## src/hw/rtl/spq_pkg.sv

```systemverilog
// Shared types and constants for the stable priority queue.
`timescale 1ns / 1ps
`default_nettype none
package spq_pkg;

  localparam int DEPTH     = 16;
  localparam int PAYLOAD_W = 32;
  localparam int PRIO_W    = 8;
  localparam int SEQ_W     = 32;
  localparam int CAP_W     = 5;
  localparam int OCC_W     = 5;
  localparam int IDX_W     = $clog2(DEPTH);
  localparam int CNT_W     = $clog2(DEPTH + 1);
  localparam int CMP_W     = (CNT_W > CAP_W) ? CNT_W : CAP_W;
  localparam int ENTRY_W   = PRIO_W + PAYLOAD_W + SEQ_W;

  localparam logic [CAP_W-1:0] CAP_RESET = CAP_W'(16);
  localparam logic [SEQ_W-1:0] SEQ_START = SEQ_W'(1);

  localparam logic [1:0] ST_DONE  = 2'd0;
  localparam logic [1:0] ST_FULL  = 2'd1;
  localparam logic [1:0] ST_EMPTY = 2'd2;

  localparam logic MODE_PUSH = 1'b0;

  typedef struct packed {
    logic [PRIO_W-1:0]    prio;
    logic [PAYLOAD_W-1:0] payload;
    logic [SEQ_W-1:0]     seq;
  } entry_t;

  typedef struct packed {
    logic load;
    logic push;
    logic refuse_full;
    logic refuse_empty;
    logic scan_start;
    logic scan;
    logic shift_init;
    logic shift;
    logic pop_done;
  } ctrl_cmd_t;

  typedef struct packed {
    logic mode;
    logic full;
    logic empty;
    logic done;
  } dp_stat_t;

endpackage
`default_nettype wire

```

## src/hw/rtl/spq_ram.sv

```systemverilog
// Generic single-write, single-read RAM with registered read data.
`timescale 1ns / 1ps
`default_nettype none
module spq_ram #(
  parameter int WIDTH = 8,
  parameter int DEPTH = 16,
  parameter int ADDR_W = $clog2(DEPTH)
) (
  input  wire logic              clk,
  input  wire logic              we,
  input  wire logic [ADDR_W-1:0] waddr,
  input  wire logic [WIDTH-1:0]  wdata,
  input  wire logic              re,
  input  wire logic [ADDR_W-1:0] raddr,
  output logic      [WIDTH-1:0]  rdata
);

  logic [WIDTH-1:0] mem [DEPTH];

  always_ff @(posedge clk) begin
    if (we) begin
      mem[waddr] <= wdata;
    end
    if (re) begin
      rdata <= mem[raddr];
    end
  end

endmodule
`default_nettype wire

```

## src/hw/rtl/spq_datapath.sv

```systemverilog
// Datapath: entry store, count, sequence counter, scan and shift pointers, result register.
`timescale 1ns / 1ps
`default_nettype none
module spq_datapath (
  input  wire logic                    clk,
  input  wire logic                    rst_n,
  input  wire logic                    cfg_valid,
  input  wire logic [spq_pkg::CAP_W-1:0] cfg_data,
  input  wire logic                    in_tuser,
  input  wire logic [39:0]             in_tdata,
  input  wire spq_pkg::ctrl_cmd_t      cmd,
  output spq_pkg::dp_stat_t            stat,
  output logic      [1:0]              out_tuser,
  output logic      [79:0]             out_tdata
);
  import spq_pkg::*;

  logic [CAP_W-1:0]     cap_r;
  logic [CNT_W-1:0]     cnt_r;
  logic [SEQ_W-1:0]     seq_r;
  logic                 op_mode_r;
  logic [PRIO_W-1:0]    op_prio_r;
  logic [PAYLOAD_W-1:0] op_pay_r;
  logic [CNT_W-1:0]     rd_ptr_r;
  logic [IDX_W-1:0]     wr_ptr_r;
  logic [IDX_W-1:0]     cmp_idx_r;
  logic                 pend_r;
  entry_t               best_r;
  logic [IDX_W-1:0]     best_idx_r;

  logic [1:0]           res_status_r;
  logic [PRIO_W-1:0]    res_prio_r;
  logic [PAYLOAD_W-1:0] res_pay_r;
  logic [SEQ_W-1:0]     res_seq_r;
  logic [OCC_W-1:0]     res_occ_r;

  logic                 rd_go;
  logic                 we;
  logic [IDX_W-1:0]     waddr;
  entry_t               wentry;
  entry_t               rdata;
  logic [CMP_W-1:0]     eff_cap;
  logic [CNT_W-1:0]     cnt_dec;

  assign rd_go = (cmd.scan || cmd.shift) && (rd_ptr_r != cnt_r);
  assign cnt_dec = cnt_r - CNT_W'(1);

  always_comb begin
    we     = 1'b0;
    waddr  = wr_ptr_r;
    wentry = rdata;
    if (cmd.push) begin
      we     = 1'b1;
      waddr  = cnt_r[IDX_W-1:0];
      wentry = '{prio: op_prio_r, payload: op_pay_r, seq: seq_r};
    end else if (cmd.shift && pend_r) begin
      we = 1'b1;
    end
  end

  always_comb begin
    if (CMP_W'(cap_r) > CMP_W'(DEPTH)) begin
      eff_cap = CMP_W'(DEPTH);
    end else begin
      eff_cap = CMP_W'(cap_r);
    end
  end

  assign stat.mode  = op_mode_r;
  assign stat.full  = CMP_W'(cnt_r) >= eff_cap;
  assign stat.empty = cnt_r == '0;
  assign stat.done  = (rd_ptr_r == cnt_r) && !pend_r;

  spq_ram #(
    .WIDTH(ENTRY_W),
    .DEPTH(DEPTH)
  ) u_store (
    .clk  (clk),
    .we   (we),
    .waddr(waddr),
    .wdata(wentry),
    .re   (rd_go),
    .raddr(rd_ptr_r[IDX_W-1:0]),
    .rdata(rdata)
  );

  always_ff @(posedge clk) begin
    if (!rst_n) begin
      cap_r  <= CAP_RESET;
      cnt_r  <= '0;
      seq_r  <= SEQ_START;
      pend_r <= 1'b0;
    end else begin
      if (cfg_valid) begin
        cap_r <= cfg_data;
      end
      if (cmd.scan_start) begin
        pend_r <= 1'b0;
      end else if (cmd.shift_init) begin
        pend_r <= 1'b0;
      end else if (cmd.scan || cmd.shift) begin
        pend_r <= rd_go;
      end
      if (cmd.push) begin
        cnt_r <= cnt_r + CNT_W'(1);
        seq_r <= seq_r + SEQ_W'(1);
      end else if (cmd.pop_done) begin
        cnt_r <= cnt_dec;
      end
    end
  end

  always_ff @(posedge clk) begin
    if (cmd.load) begin
      op_mode_r <= in_tuser;
      op_prio_r <= in_tdata[7:0];
      op_pay_r  <= in_tdata[8 +: PAYLOAD_W];
    end
    if (cmd.scan_start) begin
      rd_ptr_r <= '0;
    end else if (cmd.shift_init) begin
      rd_ptr_r <= CNT_W'(best_idx_r) + CNT_W'(1);
      wr_ptr_r <= best_idx_r;
    end else if (cmd.scan || cmd.shift) begin
      rd_ptr_r  <= rd_ptr_r + CNT_W'(rd_go);
      cmp_idx_r <= rd_ptr_r[IDX_W-1:0];
    end
    // first entry seeds the best; later ones replace it only on strictly higher priority
    if (cmd.scan && pend_r && (cmp_idx_r == '0 || rdata.prio > best_r.prio)) begin
      best_r     <= rdata;
      best_idx_r <= cmp_idx_r;
    end
    if (cmd.shift && pend_r) begin
      wr_ptr_r <= wr_ptr_r + IDX_W'(1);
    end
    if (cmd.push) begin
      res_status_r <= ST_DONE;
      res_prio_r   <= '0;
      res_pay_r    <= '0;
      res_seq_r    <= seq_r;
      res_occ_r    <= OCC_W'(cnt_r + CNT_W'(1));
    end
    if (cmd.refuse_full || cmd.refuse_empty) begin
      res_status_r <= cmd.refuse_full ? ST_FULL : ST_EMPTY;
      res_prio_r   <= '0;
      res_pay_r    <= '0;
      res_seq_r    <= '0;
      res_occ_r    <= OCC_W'(cnt_r);
    end
    if (cmd.pop_done) begin
      res_status_r <= ST_DONE;
      res_prio_r   <= best_r.prio;
      res_pay_r    <= best_r.payload;
      res_seq_r    <= best_r.seq;
      res_occ_r    <= OCC_W'(cnt_dec);
    end
  end

  assign out_tuser = res_status_r;
  assign out_tdata = {3'b000, res_occ_r, res_seq_r, 32'(res_pay_r), res_prio_r};

endmodule
`default_nettype wire

```

## src/hw/rtl/spq_ctrl.sv

```systemverilog
// Controller: sequences push, scan, shift and result hand-off.
`timescale 1ns / 1ps
`default_nettype none
module spq_ctrl (
  input  wire logic               clk,
  input  wire logic               rst_n,
  input  wire logic               in_tvalid,
  output logic                    in_tready,
  output logic                    out_tvalid,
  input  wire logic               out_tready,
  input  wire spq_pkg::dp_stat_t  stat,
  output spq_pkg::ctrl_cmd_t      cmd
);
  import spq_pkg::*;

  typedef enum logic [2:0] {
    S_IDLE,
    S_PUSH,
    S_POP,
    S_SCAN,
    S_SHIFT,
    S_FIN
  } state_t;

  state_t state_r;
  state_t state_nxt;
  logic   out_valid_r;
  logic   ofree;
  logic   finish;

  assign ofree     = !out_valid_r || out_tready;
  assign in_tready = state_r == S_IDLE;
  assign out_tvalid = out_valid_r;
  assign finish    = cmd.push || cmd.refuse_full || cmd.refuse_empty || cmd.pop_done;

  always_comb begin
    cmd       = '0;
    state_nxt = state_r;
    case (state_r)
      S_IDLE: begin
        cmd.load = in_tvalid;
        if (in_tvalid) begin
          state_nxt = S_PUSH;
        end
      end
      S_PUSH: begin
        if (stat.mode != MODE_PUSH) begin
          state_nxt = S_POP;
        end else if (ofree) begin
          cmd.push        = !stat.full;
          cmd.refuse_full = stat.full;
          state_nxt       = S_IDLE;
        end
      end
      S_POP: begin
        if (!stat.empty) begin
          cmd.scan_start = 1'b1;
          state_nxt      = S_SCAN;
        end else if (ofree) begin
          cmd.refuse_empty = 1'b1;
          state_nxt        = S_IDLE;
        end
      end
      S_SCAN: begin
        cmd.scan = 1'b1;
        if (stat.done) begin
          cmd.shift_init = 1'b1;
          state_nxt      = S_SHIFT;
        end
      end
      S_SHIFT: begin
        cmd.shift = 1'b1;
        if (stat.done) begin
          state_nxt = S_FIN;
        end
      end
      S_FIN: begin
        if (ofree) begin
          cmd.pop_done = 1'b1;
          state_nxt    = S_IDLE;
        end
      end
      default: begin
        state_nxt = S_IDLE;
      end
    endcase
  end

  always_ff @(posedge clk) begin
    if (!rst_n) begin
      state_r     <= S_IDLE;
      out_valid_r <= 1'b0;
    end else begin
      state_r <= state_nxt;
      if (finish) begin
        out_valid_r <= 1'b1;
      end else if (out_tready) begin
        out_valid_r <= 1'b0;
      end
    end
  end

endmodule
`default_nettype wire

```

## src/hw/rtl/stable_priority_queue_top.sv

```systemverilog
// Top level of the stable priority queue: controller plus datapath.
//
//   channel | dir | handshake             | contents
//   in      | in  | in_tvalid/in_tready   | tuser: mode; tdata: priority, payload
//   out     | out | out_tvalid/out_tready | tuser: status; tdata: priority, payload,
//           |     |                       |   sequence, occupancy
//   cfg     | in  | cfg_valid/cfg_ready   | cfg_data: capacity_in_use
//
// A push goes from acceptance to its result without a scan. A pop of N entries
// with the winner at index b runs a linear scan and then a shift loop over the one-write,
// one-read entry store that moves the entries behind b down by one, none when b is the last.
// An empty pop is refused without a scan.
// One transaction in flight; the next is accepted while the result waits.
// Synchronous active-low reset; the store itself is not cleared.
`timescale 1ns / 1ps
`default_nettype none
module stable_priority_queue_top (
  input  wire logic        clk,
  input  wire logic        rst_n,
  input  wire logic        in_tvalid,
  output logic             in_tready,
  input  wire logic        in_tuser,   // [0] mode
  input  wire logic [39:0] in_tdata,   // [7:0] in_priority, [39:8] in_payload
  output logic             out_tvalid,
  input  wire logic        out_tready,
  output logic      [1:0]  out_tuser,  // [1:0] status
  output logic      [79:0] out_tdata,  // [7:0] out_priority, [39:8] out_payload,
                                       // [71:40] out_sequence, [76:72] occupancy
  input  wire logic        cfg_valid,
  output logic             cfg_ready,
  input  wire logic [4:0]  cfg_data
);
  import spq_pkg::*;

  ctrl_cmd_t cmd;
  dp_stat_t  stat;

  assign cfg_ready = 1'b1;

  spq_ctrl u_ctrl (
    .clk       (clk),
    .rst_n     (rst_n),
    .in_tvalid (in_tvalid),
    .in_tready (in_tready),
    .out_tvalid(out_tvalid),
    .out_tready(out_tready),
    .stat      (stat),
    .cmd       (cmd)
  );

  spq_datapath u_dp (
    .clk      (clk),
    .rst_n    (rst_n),
    .cfg_valid(cfg_valid && cfg_ready),
    .cfg_data (cfg_data),
    .in_tuser (in_tuser),
    .in_tdata (in_tdata),
    .cmd      (cmd),
    .stat     (stat),
    .out_tuser(out_tuser),
    .out_tdata(out_tdata)
  );

endmodule
`default_nettype wire

```

## config.mk

```make
export PLATFORM = sky130hd
export DESIGN_NAME = stable_priority_queue_top
export DESIGN_NICKNAME = d
export VERILOG_FILES = /design/src/hw/rtl/spq_pkg.sv /design/src/hw/rtl/spq_ram.sv /design/src/hw/rtl/spq_datapath.sv /design/src/hw/rtl/spq_ctrl.sv /design/src/hw/rtl/stable_priority_queue_top.sv
export SDC_FILE = /design/constraint.sdc
export NUM_CORES = 1
export LEC_CHECK = 0
export BUFFER_PORTS_ARGS = -buffer_cell sky130_fd_sc_hd__buf_2
export CAP_MARGIN = 25
export CORE_MARGIN = 3
export CORE_UTILIZATION = 53
export CTS_BUF_LIST = sky130_fd_sc_hd__clkbuf_16
export DETAILED_ROUTE_END_ITERATION = 10
export PLACE_DENSITY = 0.69
export SLEW_MARGIN = 15
export SYNTH_ARGS = -nofsm -noshare
export SYNTH_HDL_FRONTEND = slang
export SYNTH_SLANG_ARGS = --single-unit
export TNS_END_PERCENT = 1
```

## constraint.sdc

```tcl
create_clock -name clk -period 24.7 [get_ports clk]
set_input_delay 4.94 -clock clk [delete_from_list [all_inputs] [get_ports clk]]
set_output_delay 4.94 -clock clk [all_outputs]
set_load 0.05 [all_outputs]
```

# Word-level counts from Yosys, hierarchy flattened
# Memory sizes are Yosys's and may differ from the RTL's. A register that Yosys moved wholly into a read port is not among the register bits.
# Index checks and enable logic that the tools add are counted.
# totals
reg_bits	256
ram_bits	1152
out_inout_bits	85
word_cells	123
n_memories	1
# memory_table
name	depth	width	rd	rd_clocked_by_memory_dff	write_ports	line	rtl
u_dp.u_store.mem	16	72	1	1	1	spq_ram.sv:18	logic [WIDTH-1:0] mem [DEPTH];
# classes
addsub	6
order_cmp	3
n_eq_ne	11
n_mux	50
bitwise	3
n_reduce_logical	28
# ops
op	n
$mux 32	6
$mux 72	1
$mux 5	8
$add 32x1->32 const B	1
$mux 8	3
$mux 3	6
$pmux 3 s6	1
$mux 2	8
$mux 4	4
$mux 1	13
$reduce_bool 2->1	5
$gt 8x8->1	1
$logic_or 1x1->1	7
$eq 3x2->1 const B	2
$eq 3x3->1 const B	2
$ne 2x2->1 const B	3
$reduce_and 3->1	2
$add 4x1->5 const B	1
$add 5x1->5	1
$add 5x1->5 const B	1
$eq 5x5->1	1
$ge 5x5->1	1
$gt 5x5->1 const B	1
$logic_and 1x1->1	5
other kinds (13)	17

# Longest topological paths before layout
# logic_depth
depth_word	11
ltp_mapped	12

# By module
# Synthesis repeated with hierarchy kept, for this count alone.
# unflattened
hier_cells	2717
hier_area_um2	56304.0
# by_module_without_submodules
module	instances	cells_per_inst	area_per_inst_um2	seq_area_each_um2
spq_ram	1	1850	45272.2	36755.3
spq_datapath	1	821	10681.5	7066.8
spq_ctrl	1	44	339.1	80.1
stable_priority_queue_top	1	2	11.3	0.0

# Worst setup path before layout
# Ideal clock, no wire load.
# synth_timing
path_type	input to register
start	in out_tready
end	mem u_dp.u_store.mem[7][0] in the netlist's numbering, enable pin
setup_ns	0.698
t_arrival_ns	12.991
t_required_ns	24.002
setup_slack_ns	11.011
stages	6
path_buffers	2
path_cell_list	nand2b_1 > and3_4 > o211ai_4 > buf_2 > clkbuf_1 > o41ai_1
# synth_between
elab_chain_cells	7
# synth_rtl
element	line	rtl
start: declaration	stable_priority_queue_top.sv:25	input wire logic out_tready,
$logic_or 1x1->1 (*)	spq_ctrl.sv:31	assign ofree = !out_valid_r || out_tready;
$mux 2 (*)	spq_ctrl.sv:49	end else if (ofree) begin
$mux 2 (*)	spq_ctrl.sv:47	if (stat.mode != MODE_PUSH) begin
$mux 2 (*)	spq_ctrl.sv:39	case (state_r)
$mux 1	spq_datapath.sv:52	if (cmd.push) begin
$mux 1	spq_ram.sv:21	if (we) begin
$mux 1 (not written as such)	spq_ram.sv:22	mem[waddr] <= wdata;
end: declaration	spq_ram.sv:18	
# Mark *: on every way between the ends. The rest lies on a longest branch, timed or not.

# Worst setup path in the final report
# layout_timing
start	in out_tready
end	mem u_dp.u_store.mem[9][43] in the netlist's numbering, enable pin
# Same word-level chain as after synthesis.

==> impl_metrics.toml <==
[clock_network]
cts_root_buffer = "clkbuf_16"
clk_latency_ps = 750
clock_path_buffers = 3
cts_buffers = 146
cts_tree = "yes"
post_cts_buffers = 0
ctsHtreeMaxLevel = 4
cts.clk_slew.worst_paths_ps = 60
clkSinkCount = 1480
cts_resized = 0
hold_buffers = 0

[global_routing]
antenna_found_initial = 3
grt_pass1_wl_um = 186000
grt_pass1_vias = 28439
overflow = 0
grt_max_degree = 106
grt_util_all_layers_pct = 22.6

[yosys]
yosysWarningCount = 0
synth.top_cell.area_share_pct = 75.3
avgSynthCellArea_um2 = 20.7
yosysTopAreaCell = "edfxtp_1"
synth.distinct_cells = 67
ys_top_cells_by_area = "edfxtp_1, mux4_2, nand2_1, dfxtp_1, a21oi_1"
synthFlopType = "edfxtp_1"
ys_async_sr_fraction_pct = 0
yosysSeqAreaShare_pct = 77.2
synth_edf_count = 1426
synth-seq-cells = 1480
netlist_instances = 2753
syn-cell-area_mm2 = 0.0569

[setup_path]
cp-end-kind = "flip-flop"
crit_path_start_kind = "input port"
required_ps = 25050
worst-path-max-fanout = 49
crit_type = "input port to flip-flop"
crit_arrival_ps = 9090
rrSetupSlack_ps = 19370

[floorplanning]
rows = 119
die_y_um = 334
pin_count = 136
coreArea_mm2 = 0.106
start_util_pct = 53.7
die_x_um = 334
fp.dieArea_mm2 = 0.111

[place]
place_hpwl_um = 66700
place.gp.congestion = 0.776
place.port_buffers = 131
dp_slack_ps = 15270

[detailed_routing]
post_drt_via_cell_ratio = 6.21
wl_per_cell_um = 27.8
drc = 0
drt_iter0_drc = 3044
dr.pass1.iters = 5
vias = 27704
dr_wl_met3_um = 8840
wl_met1_um = 51600
top_layer_used = "met4"
ant_nets = 0
met2_length_um = 60400
drt_wl_total_um = 124000

[power_and_ir_drop]
leakage_nw = 20.6
ir_drop_uv = 93.5
p_per_area_mw_per_mm2 = 93.3
power.total_mw = 5.96

[sta]
holdWs_ps = 438
tightest_slew_ps = 1100
setup_tns_ps = 0
fin_crit_ps = 8740
rsz0062_at_grt = "false"
relSlewSlack_pct = 26.3
setup_ws_ps = 15960
slew_violations = 0
clock_skew_ps = 25.1
fmax_mhz = 114
finalSetupViolCount = 0
hold_viol = 0
finalCritPeriodShare_pct = 35.4

[cells_and_area]
area_delta_synth_final_pct = 12.4
layout_commonest_cell = "edfxtp_1"
num-fill-cells = 7215
drive_gt1_share_pct = 26.0
nNetsFinal = 3013
final_cell_mix = "edfxtp_1, mux4_2, nand2_1"

[run]
cap_violations = 0

[worst_hold_path]
hold_path_class = "flip-flop to flip-flop"

[status]
outcome = "completed"
layer usage:
metal | vias up | track usage, %
met2 | 1248 | 36.5
met5 | - | 0
li1 | 11624 | -
met1 | 14602 | 32.8
met3 | 230 | 3.45
met4 | 0 | 6.57
final timing paths:
path         cells after the start              startpoint                       to
max                              8              out_tready  u_dp.u_store.mem[9][43]
max reg2reg                      8           u_dp.cnt_r[2]  u_dp.u_store.mem[9][43]
min                              0  u_dp.u_store.rdata[45]          u_dp.best_r[45]
min reg2reg                      0  u_dp.u_store.rdata[45]          u_dp.best_r[45]
worst max-delay path: stages:
cell and delay [ps]:
buf_2 70, nand2b_1 360, nand3_2 390, a211oi_4 290, buf_4 670, a32oi_1 530
nor2_4 880, buf_4 840
report_power, final:
group / total (mW) / internal (mW) / switching, mW
combinational: 0.948 / 0.490 / 0.458
clock: 2.15 / 1.23 / 0.918
sequential: 2.87 / 2.82 / 0.0471
Yosys cell counts, types with 18 or more instances:
cell      number
nor2_1        48
dfxtp_1       54
a21oi_1       73
edfxtp_1    1426
buf_1         21
buf_2         52
ha_1          20
clkbuf_1      55
nand2_1      324
o21ai_0       24
nand3_1       22
inv_1         18
and2_1        39
mux4_2       360
final cells by class:
type	count	area [um2]	share of cell area (%)
Clock buffer	151	3780	5.91
Sequential cell	1480	43900	68.7
Inverter	18	67.6	0.106
Antenna cell	3	7.51	0.0117
Tap cell	1391	1740	2.72
Timing Repair Buffer	189	1150	1.80
Clock inverter	119	902	1.41
Multi-Input combinational cell	1107	12300	19.3
metrics by stage:
step | instance area, um2 | utilization (%) | instances
global placement | 59100 | 55.9 | 4181
finish | 63900 | 60.4 | 4458
detailed placement | 59200 | 55.9 | 4182
CTS | 63800 | 60.3 | 4452
global route | 63900 | 60.4 | 4455
floorplan | 56900 | - | 2755
cells by family (layout without fill, tap and decap cells):
logic type | Yosys count | after routing | share of synthesized area, %
flip-flops | 1480 | 1480 | 77.2
AND/OR/NAND/NOR | 531 | 531 | 4.32
multiplexers | 377 | 377 | 14.6
buffers and inverters | 168 | 477 | 1.41
AO/OA/AOI/OAI | 160 | 160 | 1.77
adder cells (fa/ha/maj) | 20 | 20 | 0.440
XOR/XNOR | 15 | 15 | 0.271
other | 2 | 7 | 0.0132
flip-flops by register name, summed over array words and instances, names as in the netlist, 8 cells and up:
| signal | flops |
|---|---|
| u_dp.u_store.mem | 1152 |
| u_dp.best_r | 72 |
| u_dp.u_store.rdata | 72 |
| u_dp.op_pay_r | 32 |
| u_dp.res_pay_r | 32 |
| u_dp.res_seq_r | 32 |
| u_dp.seq_r | 32 |
| u_dp.op_prio_r | 8 |
| u_dp.res_prio_r | 8 |
(Power assumes the default switching activity.)
